`src/rtl/cbts_pkg.sv`:
```
`timescale 1ns / 1ps
`default_nettype none
// ----------------------------------------------------------------------------
// cbts_pkg
// shared widths, register indexes and status codes of the bit timing solver
// ----------------------------------------------------------------------------
package cbts_pkg;

    localparam int CLK_W      = 30;
    localparam int RATE_W     = 24;
    localparam int BRP_W      = 11;
    localparam int DIV_W      = RATE_W + BRP_W;
    localparam int PRESCALER_STEP = 1;

    localparam logic [2:0] REG_CLOCK_HZ   = 3'd0;
    localparam logic [2:0] REG_SEG1_MIN   = 3'd1;
    localparam logic [2:0] REG_SEG1_MAX   = 3'd2;
    localparam logic [2:0] REG_SEG2_MIN   = 3'd3;
    localparam logic [2:0] REG_SEG2_MAX   = 3'd4;
    localparam logic [2:0] REG_SJW_MAX    = 3'd5;
    localparam logic [2:0] REG_BRP_MIN    = 3'd6;
    localparam logic [2:0] REG_BRP_MAX    = 3'd7;

    localparam logic [1:0] ST_OK      = 2'd0;
    localparam logic [1:0] ST_INVALID = 2'd1;
    localparam logic [1:0] ST_NONE    = 2'd2;

    typedef struct packed {
        logic               start;
        logic [CLK_W-1:0]   dividend;
        logic [DIV_W-1:0]   divisor;
    } t_div_req;

    typedef struct packed {
        logic               done;
        logic [CLK_W-1:0]   quotient;
        logic               exact;
    } t_div_rsp;

endpackage
`default_nettype wire

```
`src/rtl/cbts_divider.sv`:
```
`timescale 1ns / 1ps
`default_nettype none
// ----------------------------------------------------------------------------
// cbts_divider
// restoring divider, one quotient bit per cycle, flags a zero remainder
// ----------------------------------------------------------------------------
module cbts_divider
    import cbts_pkg::*;
(
    input  wire logic     i_clk,
    input  wire logic     i_rst_n,
    input  wire t_div_req i_req,
    output t_div_rsp      o_rsp
);

    logic [CLK_W-1:0] r_quo, n_quo;
    logic [DIV_W-1:0] r_rem, n_rem;
    logic [DIV_W-1:0] r_dvs;
    logic [4:0]       r_cnt, n_cnt;
    logic             r_busy, n_busy;
    logic             r_done, n_done;
    logic [DIV_W:0]   w_shift;
    logic [DIV_W:0]   w_diff;

    always_comb begin
        w_shift = {r_rem, r_quo[CLK_W-1]};
        w_diff  = w_shift - {1'b0, r_dvs};
        n_quo   = r_quo;
        n_rem   = r_rem;
        n_cnt   = r_cnt;
        n_busy  = r_busy;
        n_done  = 1'b0;
        if (i_req.start) begin
            n_quo  = i_req.dividend;
            n_rem  = '0;
            n_cnt  = 5'(CLK_W - 1);
            n_busy = 1'b1;
        end else if (r_busy) begin
            if (!w_diff[DIV_W]) begin
                n_rem = w_diff[DIV_W-1:0];
                n_quo = {r_quo[CLK_W-2:0], 1'b1};
            end else begin
                n_rem = w_shift[DIV_W-1:0];
                n_quo = {r_quo[CLK_W-2:0], 1'b0};
            end
            if (r_cnt == '0) begin
                n_busy = 1'b0;
                n_done = 1'b1;
            end else begin
                n_cnt = r_cnt - 5'd1;
            end
        end
    end

    always_ff @(posedge i_clk) begin
        if (!i_rst_n) begin
            r_busy <= 1'b0;
            r_done <= 1'b0;
        end else begin
            r_busy <= n_busy;
            r_done <= n_done;
        end
        r_quo <= n_quo;
        r_rem <= n_rem;
        r_cnt <= n_cnt;
        if (i_req.start) begin
            r_dvs <= i_req.divisor;
        end
    end

    assign o_rsp.done     = r_done;
    assign o_rsp.quotient = r_quo;
    assign o_rsp.exact    = (r_rem == '0);

endmodule
`default_nettype wire

```
`src/rtl/can_bit_timing_solver.sv`:
```
`timescale 1ns / 1ps
`default_nettype none
// ----------------------------------------------------------------------------
// can_bit_timing_solver
// searches prescalers for an exact CAN bit timing at a requested bitrate
// ----------------------------------------------------------------------------
// usage: write the eight limit registers on the config channel (i_cfg_valid,
// o_cfg_ready, i_cfg_index, i_cfg_data) while the block is idle. pulse
// i_start with i_target_bitrate while o_busy is low; the item transfers on
// that edge and o_busy rises. one result appears on the o_ ports for a
// single cycle, marked by o_done; the receiver cannot stall it.
// each prescaler trial runs a multiply step (S_MUL), the 30-step divider
// pass (S_DIV) and a check step (S_CHECK); trials go up from the lowest
// prescaler until one fits or the range ends. a zero bitrate or clock, or an
// empty prescaler range, gives its result in the cycle after the transfer.
// o_busy falls in the cycle after the result. one item at a time.
// reset returns the limit registers to their defaults and the block to idle.
// ----------------------------------------------------------------------------
module can_bit_timing_solver
    import cbts_pkg::*;
(
    input  wire logic              i_clk,
    input  wire logic              i_rst_n,
    input  wire logic              i_start,
    output logic                   o_busy,
    input  wire logic [RATE_W-1:0] i_target_bitrate,
    input  wire logic              i_cfg_valid,
    output logic                   o_cfg_ready,
    input  wire logic [2:0]        i_cfg_index,
    input  wire logic [31:0]       i_cfg_data,
    output logic                   o_done,
    output logic [1:0]             o_status,
    output logic [BRP_W-1:0]       o_prescaler,
    output logic [8:0]             o_prop_segment,
    output logic [8:0]             o_phase_one,
    output logic [7:0]             o_phase_two,
    output logic [7:0]             o_jump_width
);

    typedef enum logic [4:0] {
        S_IDLE  = 5'b00001,
        S_MUL   = 5'b00010,
        S_DIV   = 5'b00100,
        S_CHECK = 5'b01000,
        S_OUT   = 5'b10000
    } t_state;

    t_state r_state;
    logic [CLK_W-1:0]  r_clk_hz;
    logic [8:0]        r_s1_min, r_s1_max;
    logic [7:0]        r_s2_min, r_s2_max, r_sjw_max;
    logic [BRP_W-1:0]  r_brp_min, r_brp_max;
    logic [RATE_W-1:0] r_rate;
    logic [BRP_W:0]    r_brp;
    logic [DIV_W-1:0]  r_prod;
    logic [CLK_W-1:0]  r_total;
    logic              r_exact;
    logic [1:0]        r_status;
    logic [BRP_W-1:0]  r_o_brp;
    logic [8:0]        r_o_prop, r_o_p1;
    logic [7:0]        r_o_p2, r_o_sjw;

    t_div_req w_req;
    t_div_rsp w_rsp;
    logic [DIV_W-1:0] w_prod;

    cbts_divider u_div (
        .i_clk   (i_clk),
        .i_rst_n (i_rst_n),
        .i_req   (w_req),
        .o_rsp   (w_rsp)
    );

    assign w_prod         = DIV_W'(r_rate) * DIV_W'(r_brp);
    assign w_req.start    = (r_state == S_MUL) && (w_prod != '0);
    assign w_req.dividend = r_clk_hz;
    assign w_req.divisor  = w_prod;

    // trial evaluation on registered quotient
    logic [CLK_W:0] w_lo_t, w_hi_t;
    logic [CLK_W:0] w_t2w;
    logic [7:0]     w_lo2, w_t2;
    logic [CLK_W:0] w_t1w;
    logic [8:0]     w_t1, w_p1;
    logic           w_ok;

    always_comb begin
        w_lo_t = (CLK_W+1)'(32'd1 + r_s1_min + r_s2_min);
        w_hi_t = (CLK_W+1)'(32'd1 + r_s1_max + r_s2_max);
        w_t2w  = ({1'b0, r_total} + (CLK_W+1)'(4)) >> 3;
        w_lo2  = (r_s2_min == '0) ? 8'd1 : r_s2_min;
        if (w_t2w < {23'd0, w_lo2}) begin
            w_t2 = w_lo2;
        end else if (w_t2w > {23'd0, r_s2_max}) begin
            w_t2 = r_s2_max;
        end else begin
            w_t2 = w_t2w[7:0];
        end
        w_t1w = {1'b0, r_total} - (CLK_W+1)'(32'd1 + w_t2);
        w_t1  = w_t1w[8:0];
        w_p1  = (w_t1[8:1] == '0) ? 9'd1 : {1'b0, w_t1[8:1]};
        w_ok  = r_exact
             && ({1'b0, r_total} >= w_lo_t) && ({1'b0, r_total} <= w_hi_t)
             && ({1'b0, r_total} > (CLK_W+1)'(32'd1 + w_t2))
             && (w_t1w >= {22'd0, r_s1_min}) && (w_t1w <= {22'd0, r_s1_max});
    end

    logic [BRP_W:0] w_next_brp;
    assign w_next_brp = r_brp + (BRP_W+1)'(PRESCALER_STEP);

    always_ff @(posedge i_clk) begin
        if (!i_rst_n) begin
            r_state   <= S_IDLE;
            r_clk_hz  <= CLK_W'(80000000);
            r_s1_min  <= 9'd1;
            r_s1_max  <= 9'd16;
            r_s2_min  <= 8'd1;
            r_s2_max  <= 8'd8;
            r_sjw_max <= 8'd4;
            r_brp_min <= 11'd1;
            r_brp_max <= 11'd1024;
        end else begin
            if (i_cfg_valid) begin
                case (i_cfg_index)
                    REG_CLOCK_HZ: r_clk_hz  <= i_cfg_data[CLK_W-1:0];
                    REG_SEG1_MIN: r_s1_min  <= i_cfg_data[8:0];
                    REG_SEG1_MAX: r_s1_max  <= i_cfg_data[8:0];
                    REG_SEG2_MIN: r_s2_min  <= i_cfg_data[7:0];
                    REG_SEG2_MAX: r_s2_max  <= i_cfg_data[7:0];
                    REG_SJW_MAX:  r_sjw_max <= i_cfg_data[7:0];
                    REG_BRP_MIN:  r_brp_min <= i_cfg_data[BRP_W-1:0];
                    REG_BRP_MAX:  r_brp_max <= i_cfg_data[BRP_W-1:0];
                    default: ;
                endcase
            end
            case (r_state)
                S_IDLE: begin
                    if (i_start) begin
                        r_rate <= i_target_bitrate;
                        r_brp  <= {1'b0, r_brp_min};
                        r_o_brp <= '0; r_o_prop <= '0; r_o_p1 <= '0;
                        r_o_p2  <= '0; r_o_sjw  <= '0;
                        if (i_target_bitrate == '0 || r_clk_hz == '0) begin
                            r_status <= ST_INVALID;
                            r_state  <= S_OUT;
                        end else if (r_brp_min > r_brp_max) begin
                            r_status <= ST_NONE;
                            r_state  <= S_OUT;
                        end else begin
                            r_state <= S_MUL;
                        end
                    end
                end
                S_MUL: begin
                    r_prod  <= w_prod;
                    r_state <= S_DIV;
                end
                S_DIV: begin
                    if (r_prod == '0) begin
                        r_exact <= 1'b0;
                        r_state <= S_CHECK;
                    end else if (w_rsp.done) begin
                        r_total <= w_rsp.quotient;
                        r_exact <= w_rsp.exact;
                        r_state <= S_CHECK;
                    end
                end
                S_CHECK: begin
                    if (w_ok) begin
                        r_status <= ST_OK;
                        r_o_brp  <= r_brp[BRP_W-1:0];
                        r_o_prop <= w_t1 - w_p1;
                        r_o_p1   <= w_p1;
                        r_o_p2   <= w_t2;
                        r_o_sjw  <= (r_sjw_max < w_t2) ? r_sjw_max : w_t2;
                        r_state  <= S_OUT;
                    end else if (w_next_brp > {1'b0, r_brp_max}) begin
                        r_status <= ST_NONE;
                        r_state  <= S_OUT;
                    end else begin
                        r_brp   <= w_next_brp;
                        r_state <= S_MUL;
                    end
                end
                S_OUT: r_state <= S_IDLE;
                default: r_state <= S_IDLE;
            endcase
        end
    end

    assign o_busy         = (r_state != S_IDLE);
    assign o_cfg_ready    = 1'b1;
    assign o_done         = (r_state == S_OUT);
    assign o_status       = r_status;
    assign o_prescaler    = r_o_brp;
    assign o_prop_segment = r_o_prop;
    assign o_phase_one    = r_o_p1;
    assign o_phase_two    = r_o_p2;
    assign o_jump_width   = r_o_sjw;

endmodule
`default_nettype wire

```
`config.mk`:
```
export PLATFORM = sky130hd
export DESIGN_NAME = can_bit_timing_solver
export DESIGN_NICKNAME = d
export VERILOG_FILES = /design/src/rtl/cbts_pkg.sv /design/src/rtl/cbts_divider.sv /design/src/rtl/can_bit_timing_solver.sv
export SDC_FILE = /design/constraint.sdc
export NUM_CORES = 1
export LEC_CHECK = 0
export BUFFER_PORTS_ARGS = -buffer_cell sky130_fd_sc_hd__clkbuf_2
export CORE_MARGIN = 2
export CORE_UTILIZATION = 55
export CTS_CLUSTER_DIAMETER = 150
export DETAILED_ROUTE_END_ITERATION = 8
export GPL_ROUTABILITY_DRIVEN = 0
export PLACE_DENSITY = 0.75
export SYNTH_ARGS = -nofsm -noshare
export SYNTH_HDL_FRONTEND = slang
export SYNTH_SLANG_ARGS = --single-unit
```
`constraint.sdc`:
```
create_clock -name i_clk -period 25.5 [get_ports i_clk]
set_input_delay 2.55 -clock i_clk [delete_from_list [all_inputs] [get_ports i_clk]]
set_output_delay 2.55 -clock i_clk [all_outputs]
set_load 0.02 [all_outputs]
```
==> results of run 1 <==
==> metal layers <==
metal / part of all wire [%] / vias up / track usage, %
met4: 4.0 / 0 / 10.65
met5: 0 / - / 0
met1: 42 / 10720 / 35.42
met3: 7.2 / 215 / 3.841
li1: - / 10200 / -
met2: 47 / 915 / 43.75
==> logic make-up after synthesis <==
logic type      count (synthesis)
mux                            70
xor+xnor                      107
other cells                     2
fa+ha+maj                     453
simple gates                 1040
flops                         354
compound gates                484
buf+inv                       475
==> worst paths after layout <==
check	from	to	slack, ns	cells past startpoint
worst max-delay path	r_total[2]	o_prop_segment[5]	15.76	35
worst min-delay path	u_div.r_quo[27]	r_total[27]	0.45	0
worst max register to register	r_total[2]	o_prop_segment[5]	15.76	35
worst min register to register	u_div.r_quo[27]	r_total[27]	0.45	0
==> worst max-delay path: cells and delay by family (launching register included) <==
family / cells / cell delay (ns)
buffers and inverters: 3 / 0.74
AO/OA/AOI/OAI: 14 / 3.51
XOR/XNOR: 2 / 0.83
AND/OR/NAND/NOR: 11 / 2.14
flip-flops: 1 / 0.62
adder cells (fa/ha/maj): 5 / 1.49
==> synthesized netlist by cell type, drive strengths merged (6+ instances only) <==
| cell | number | area (µm²) |
|---|---|---|
| o21bai | 12 | 90.09 |
| a21boi | 6 | 45.04 |
| nand2 | 480 | 1809 |
| mux2i | 37 | 370.4 |
| nand4 | 34 | 212.7 |
| and2 | 110 | 688.2 |
| nor4 | 44 | 281.5 |
| nor2 | 155 | 589.3 |
| o211ai | 18 | 140.1 |
| xor2 | 41 | 359.1 |
| inv | 345 | 1295 |
| a211o | 9 | 78.83 |
| mux2 | 33 | 480.5 |
| or2 | 6 | 37.53 |
| and3 | 18 | 112.6 |
| o21a | 30 | 225.2 |
| nor2b | 25 | 156.4 |
| clkbuf | 106 | 405.4 |
| nand2b | 28 | 175.2 |
| ha | 229 | 2865 |
| buf | 24 | 136.4 |
| a2bb2oi | 9 | 78.83 |
| nand3 | 61 | 310.3 |
| nor3 | 38 | 210.2 |
| a21o | 43 | 322.8 |
| dfxtp | 141 | 2823 |
| o21ai | 67 | 335.3 |
| o31ai | 6 | 45.04 |
| or3 | 11 | 68.82 |
| edfxtp | 213 | 6396 |
| a31oi | 18 | 112.6 |
| a21oi | 168 | 840.8 |
| o22ai | 8 | 50.05 |
| fa | 224 | 4484 |
| a211oi | 49 | 367.9 |
| xnor2 | 66 | 578.1 |
==> layout make-up <==
type	count	area, µm²
well taps	680	850.8
diodes	1	2.502
repair buffers	130	705.7
clock buffers	49	1066
clock inverters	26	301.5
inverters	345	1295
flip-flops and latches	354	9220
fillers	4145	20350
multi-input cells	2156	17190
==> stage by stage <==
| stage | cell area, µm² | util (%) |
|---|---|---|
| 2_1_floorplan | 28220 | - |
| 4_1_cts | 30630 | 60.08 |
| 3_3_place_gp | 29270 | 57.39 |
| 3_5_place_dp | 29270 | 57.39 |
| 5_1_grt | 30640 | 60.08 |
| 6_report | 30640 | 60.08 |
==> flip-flops by register name (all words and copies together) (netlist names), 9 cells and up <==
name,count
u_div.r_quo,30
o_prescaler,11
o_prop_segment,9
r_clk_hz,30
r_rate,24
u_div.r_dvs,35
r_brp,12
r_s1_min,9
u_div.r_rem,35
r_brp_max,11
r_total,30
r_s1_max,9
r_prod,35
r_brp_min,11
==> flow_summary.ini, run 1 <==
[global_route]
number_of_antenna_violations_at_the_first_check_in_global_routing = 2
grt_start_max_net_pins = 87
grt_util_all_layers_pct = 26.55
grt_pass1_vias = 22190
grt_pass1_wl_um = 113400
overflow = 0

[clocking]
clkTransAtPathRegs_ns = 0.06
cts_root_buffer_type = clkbuf_16
clk_latency_ns = 0.60
post_cts_resize_count = 0
tritoncts.num_buffers = 41
cts.htree.levels = 2
clock_tree_from_tritoncts = yes
cts_setup_buffers = 0
max-clock-path-buffers = 3
cts-hold-fix-buffers = 0
clock_sink_count = 354

[floorplan]
coreArea_um2 = 50990
dieWidth_um = 230.5
placement_rows = 83
initial_core_util_pct = 55.35
die_height_um = 230.5
dieArea_um2 = 53140
io-pin-count = 113

[status]
outcome = complete, no violations

[routing]
drtAntennaViolNets = 0
post_drt_wl_per_cell_um = 18.67
vias_after_detailed_routing = 22050
drt_iter0_drc = 1969
drt-pass1-iter-count = 5
detail_route.vias_per_cell = 5.895
drcViolationCount = 0
finalWirelength_um = 69830

[sta]
grt_setup_unrepaired = false
worst_slew_pin_slew_ns = 1.135
clock-skew-final_ns = 0.03945
final_critical_path_setup_slack_ns = 15.76
hold-worst-slack_ns = 0.4544
timing.max_slew.rel_slack_pct = 24.07
final_min_period_over_clock_period_pct = 38.19
number_of_slew_limit_violations_in_the_final_report = 0
period_needed_ns = 9.739
finalSetupViolCount = 0
hold_viol = 0
max_freq_mhz = 102.7
fin_setup_tns_ns = 0

[placed_design]
dp_worst_slack_ns = 16.10
placed_cells_incl_taps = 3665
port-buffer-count = 108
place_hpwl_um = 51570

[setup_path]
crit_arrival_ns = 9.95
largest_fanout_on_the_critical_path = 36
cp-start-kind = flip-flop
crit_top_cell = ha_1
worst_setup_path_end_kind = flip-flop
cp_slowest_cell = a211oi_1
worstSetupPathType = reg -> reg
critical-path-max-stage-delay_ns = 0.89
cp.required_ns = 25.71

[run]
max_cap_viol_count = 0

[layout]
layout_common_cells = nand2_1 (479), inv_1 (343), ha_1 (229)
mostFrequentLayoutCell = nand2_1
layoutNonFillerInstCount = 3741
nNetsFinal = 3544
layout_cell_share_with_drive_strength_beyond_1_pct = 8.399
layout-area-overhead-vs-synth_pct = 8.547

[synth]
synth_enable_flop_cells = 213
async_flop_share_pct = 0
synth-seq-area-share_pct = 32.66
netlist_area_um2 = 28220
main_combinational_cell_family_by_area_after_synthesis = adder cells
synth_nets = 3501
synthCells = 2985
synth-adder-area-share_pct = 26.04
synthesis.yosys.warnings = 0
flip_flop_and_latch_count_after_synthesis = 354
yosys.cell_types.count = 85
synth.mux.area_fraction_pct = 3.015
synth-main-ff-cell = edfxtp_1
post_synthesis_simple_gate_area_fraction_pct = 17.40
avgSynthCellArea_um2 = 9.455
synth-compound-area-share_pct = 11.03
synthXorXnorAreaFrac_pct = 3.320

[hold_path]
holdCritPathClass = reg -> reg
Power of run 1 is left out: the tool's default activity adds up to more than one toggle a clock period on the data nets, which glitch-free logic cannot reach.
==> run 2, diff against run 1 <==
--- a/config.mk
+++ b/config.mk
@@ -11,7 +11,7 @@
 export CTS_CLUSTER_DIAMETER = 150
 export DETAILED_ROUTE_END_ITERATION = 8
 export GPL_ROUTABILITY_DRIVEN = 0
-export PLACE_DENSITY = 0.75
+export PLACE_DENSITY = 0.78
 export SYNTH_ARGS = -nofsm -noshare
 export SYNTH_HDL_FRONTEND = slang
 export SYNTH_SLANG_ARGS = --single-unit
==> constraint.sdc (replaced) <==
create_clock -name i_clk -period 8.8 [get_ports i_clk]
set_input_delay 0.88 -clock i_clk [delete_from_list [all_inputs] [get_ports i_clk]]
set_output_delay 0.88 -clock i_clk [all_outputs]
set_load 0.02 [all_outputs]
==> run 2 against run 1 <==
Hold slack worse by 0.012 ns. Via count up 0.38%. Critical path depth up 2. Cell count up 0.19%. Wire length about the same. Maximum frequency up 19%. Largest cell class unchanged.
==> flow_summary.ini, run 2 (same netlist as run 1, synthesis figures left out) <==
[status]
outcome = complete, no violations

[sta]
hold_viol = 0
max_freq_mhz = 122.0
final_min_period_over_clock_period_pct = 93.15
number_of_slew_limit_violations_in_the_final_report = 0
finalSetupViolCount = 0
final_critical_path_setup_slack_ns = 0.6027
worst_slew_pin_slew_ns = 1.123
clock-skew-final_ns = 0.05191
grt_setup_unrepaired = false
fin_setup_tns_ns = 0
timing.max_slew.rel_slack_pct = 24.94
period_needed_ns = 8.197

[layout]
largest_registers = r_prod: 35 flops, u_div.r_dvs: 35 flops, u_div.r_rem: 35 flops
insertedDiodeCount = 0
nNetsFinal = 3552
finish.utilization_pct = 60.29
layout-area-overhead-vs-synth_pct = 8.933
layout_cell_share_with_drive_strength_beyond_1_pct = 8.605
mostFrequentLayoutCell = nand2_1
layout_common_cells = nand2_1 (479), inv_1 (343), ha_1 (229)

[setup_path]
worst_setup_path_end_kind = flip-flop
r2r_setup_slack_ns = 0.60
destination_of_the_worst_register_to_register_timing_path = o_prop_segment[8]
cp-start-kind = flip-flop
worstSetupPathDepth = 37
cp.required_ns = 9.13
cpLargestDelayFamily = compound AO/OA/AOI/OAI gates
worstSetupPathType = reg -> reg
startpoint = r_total[5]
largest_fanout_on_the_critical_path = 7
cp_slowest_cell = edfxtp_1
critPathBufInv = 1
worst_r2r_startpoint = r_total[5]
critical-path-max-stage-delay_ns = 0.57
worst_r2r_path_depth = 37
crit_arrival_ns = 8.53

[global_route]
grt_util_all_layers_pct = 26.26
grt_start_max_net_pins = 75
grt_pass1_vias = 22490
grt_pass1_wl_um = 112800
number_of_antenna_violations_at_the_first_check_in_global_routing = 0
overflow = 0

[floorplan]
placement_rows = 83
io-pin-count = 113
coreArea_um2 = 50990
die_height_um = 230.5
dieArea_um2 = 53140
initial_core_util_pct = 55.35
dieWidth_um = 230.5

[clocking]
tritoncts.num_buffers = 41
clock_tree_from_tritoncts = yes
max-clock-path-buffers = 3
cts_root_buffer_type = clkbuf_16
cts_setup_buffers = 0
cts-hold-fix-buffers = 0
cts.htree.levels = 2
clock_sink_count = 354
post_cts_resize_count = 0
clk_latency_ns = 0.61
clkTransAtPathRegs_ns = 0.06

[hold_path]
min_from = u_div.r_cnt[4]
holdCritPathClass = reg -> reg
worstHoldPathCells = 1
timing.hold.worst_endpoint = u_div.r_done

[routing]
vias_after_detailed_routing = 22140
drtAntennaViolNets = 0
drt-pass1-iter-count = 5
finalWirelength_um = 69850
post_drt_wl_per_cell_um = 18.64
detail_route.vias_per_cell = 5.906
drcViolationCount = 0
drt_iter0_drc = 1975

[run]
max_cap_viol_count = 0

[placed_design]
port-buffer-count = 108
dp_worst_slack_ns = 0.9222
place_hpwl_um = 52590
==> run 2: cell types whose count changed in the layout (fill, tap and decap cells not counted), sizes merged <==
cell      change
buf           +8
clkbuf        +8
clkinv        -4
clkinvlp      -3
bufinv        -1
diode         -1
==> run 2: layout make-up <==
type / instances / area (µm²)
clock inverters: 18 / 262.8
well taps: 680 / 850.8
fillers: 4083 / 20250
repair buffers: 138 / 790.8
clock buffers: 57 / 1131
multi-input cells: 2156 / 17190
inverters: 345 / 1295
flip-flops and latches: 354 / 9220
==> run 2: routing by layer <==
| metal | wire, µm | GRT usage [%] | up-vias |
|---|---|---|---|
| li1 | - | - | 10200 |
| met1 | 28850 | 33.87 | 10730 |
| met2 | 33260 | 44.54 | 1009 |
| met3 | 5233 | 4.200 | 197 |
| met4 | 2517 | 10.00 | 0 |
| met5 | 0 | 0 | - |
==> run 2: worst max-delay path by stage <==
stage	end	slack, ns
floorplan	o_jump_width[0]	0.47
global placement	u_div.r_quo[18]	1.11
detailed placement	o_prop_segment[8]	0.92
CTS	o_prop_segment[8]	0.87
global route	o_phase_one[6]	0.005
finish	o_prop_segment[8]	0.60
==> run 2: per-stage QoR <==
stage | cell area (µm²) | hold WS [ns] | std cells
3_5_place_dp | 29340 | 0.4413 | 3671
2_1_floorplan | 28220 | 0.4222 | 2985
6_report | 30740 | 0.4422 | 3748
4_1_cts | 30730 | 0.4435 | 3746
3_3_place_gp | 29340 | 0.4316 | 3671
5_1_grt | 30740 | 0.4583 | 3748
Power of run 2 is left out for the same reason.
==> run 3, diff against run 2 <==
--- a/config.mk
+++ b/config.mk
@@ -7,11 +7,11 @@
 export LEC_CHECK = 0
 export BUFFER_PORTS_ARGS = -buffer_cell sky130_fd_sc_hd__clkbuf_2
 export CORE_MARGIN = 2
-export CORE_UTILIZATION = 55
+export CORE_UTILIZATION = 49
 export CTS_CLUSTER_DIAMETER = 150
 export DETAILED_ROUTE_END_ITERATION = 8
 export GPL_ROUTABILITY_DRIVEN = 0
-export PLACE_DENSITY = 0.78
+export PLACE_DENSITY = 0.71
 export SYNTH_ARGS = -nofsm -noshare
 export SYNTH_HDL_FRONTEND = slang
 export SYNTH_SLANG_ARGS = --single-unit
==> run 3 against run 2 <==
Maximum frequency fell by 0.57%. Flip-flop and latch count did not move. Global-route usage fell by 2.9 points. Wire length fell by 1.1%. Utilization fell by 6.0 points. Cell count rose by 2.1%. Hold slack improved by 0.012 ns. Critical path type unchanged.
==> flow_summary.ini, run 3 (same netlist as run 1, synthesis figures left out) <==
[floorplan]
initial_core_util_pct = 49.77
placement_rows = 87
io-pin-count = 113
dieArea_um2 = 59530
coreArea_um2 = 56710
die_height_um = 244.0
dieWidth_um = 244.0

[setup_path]
cp-start-kind = flip-flop
worst_r2r_path_depth = 35
destination_of_the_worst_register_to_register_timing_path = o_phase_two[3]
cp.required_ns = 9.06
startpoint = r_total[4]
worstSetupPathType = reg -> reg
crit_arrival_ns = 8.50
r2r_setup_slack_ns = 0.56
critical-path-max-stage-delay_ns = 0.63
worst_r2r_startpoint = r_total[4]
cp_slowest_cell = edfxtp_1
largest_fanout_on_the_critical_path = 35
worst_setup_path_end_kind = flip-flop

[hold_path]
holdCritPathClass = reg -> reg
worstHoldPathCells = 0
timing.hold.worst_endpoint = r_total[21]
min_from = u_div.r_quo[21]

[clocking]
cts_root_buffer_type = clkbuf_16
cts-hold-fix-buffers = 0
post_cts_resize_count = 0
clock_sink_count = 354
clock_tree_from_tritoncts = yes
tritoncts.num_buffers = 41
max-clock-path-buffers = 3
clkTransAtPathRegs_ns = 0.06
clk_latency_ns = 0.58
cts_setup_buffers = 0
cts.htree.levels = 2

[sta]
grt_setup_unrepaired = false
clock-skew-final_ns = 0.03128
timing.max_slew.rel_slack_pct = 26.01
max_freq_mhz = 121.3
finalSetupViolCount = 0
hold_viol = 0
fin_setup_tns_ns = 0
worst_slew_pin_slew_ns = 1.107
number_of_slew_limit_violations_in_the_final_report = 0
final_min_period_over_clock_period_pct = 93.69
period_needed_ns = 8.244

[layout]
layout-area-overhead-vs-synth_pct = 9.141
layout_common_cells = nand2_1 (479), inv_1 (343), ha_1 (229)
mostFrequentLayoutCell = nand2_1
register_area_um2 = 9220
layout_cell_share_with_drive_strength_beyond_1_pct = 8.659
nFillCells = 4907
multiInputGateArea_um2 = 17190
insertedDiodeCount = 0
layout.cell_area.non_filler_um2 = 30800
nNetsFinal = 3555
largest_registers = r_prod: 35 flops, u_div.r_dvs: 35 flops, u_div.r_rem: 35 flops

[global_route]
number_of_antenna_violations_at_the_first_check_in_global_routing = 1
grt_pass1_wl_um = 112500
grt_start_max_net_pins = 85
grt_util_all_layers_pct = 23.35
overflow = 0
grt_pass1_vias = 22010

[run]
max_cap_viol_count = 0

[routing]
vias_after_detailed_routing = 21690
finalWirelength_um = 69100
drt-pass1-iter-count = 8
post_drt_wl_per_cell_um = 18.05
drcViolationCount = 0
drt_iter0_drc = 1850
detail_route.vias_per_cell = 5.667
drtAntennaViolNets = 0

[placed_design]
detailed_place.area_um2 = 29480
port-buffer-count = 108
place_hpwl_um = 52330

[status]
outcome = complete, no violations
## run 3: how the worst max path moves through the flow
| stage | cells past startpoint | end | slack [ns] |
|---|---|---|---|
| after floorplan | 34 | o_jump_width[0] | 0.47 |
| after global placement | 35 | o_jump_width[3] | 0.99 |
| after detailed placement | 35 | o_phase_two[3] | 0.85 |
| after CTS | 35 | o_phase_two[3] | 0.80 |
| after global routing | 35 | o_phase_two[3] | 0.06 |
| final | 35 | o_phase_two[3] | 0.56 |
## run 3: layout make-up
cell class | count | share of cell area (%)
tap | 756 | 3.071
clock buffer | 55 | 3.599
sequential | 354 | 29.93
inverter | 345 | 4.204
multi-input combinational | 2156 | 55.82
timing repair buffer | 141 | 2.681
clock inverter | 21 | 0.6946
## run 3: layer usage
| metal | part of all wire (%) | wire length (µm) | global-route usage, % |
|---|---|---|---|
| met1 | 42 | 29310 | 30.75 |
| met2 | 47 | 32400 | 38.80 |
| met3 | 7.2 | 4972 | 3.852 |
| met4 | 3.5 | 2413 | 8.608 |
| met5 | 0 | 0 | 0 |
## run 3: metrics by stage
step | instances | utilization (%) | hold slack [ns] | setup slack, ns
final | 3828 | 54.31 | 0.4545 | 0.5557
after global routing | 3828 | 54.31 | 0.4656 | 0.06080
after CTS | 3828 | 54.31 | 0.4531 | 0.7975
after detailed placement | 3752 | 51.98 | 0.4408 | 0.8542
after global placement | 3752 | 51.98 | 0.4349 | 0.9925
after floorplan | 2985 | - | 0.4222 | 0.4677
## run 3: critical path, delay by kind of cell, from the launching register on
kind            cells  cell delay (ns)
compound gates     14             2.62
xor+xnor            2             0.70
fa+ha+maj           4             1.21
buf+inv             4             0.72
flops               1             0.63
simple gates       11             1.99
Power of run 3 is left out for the same reason.
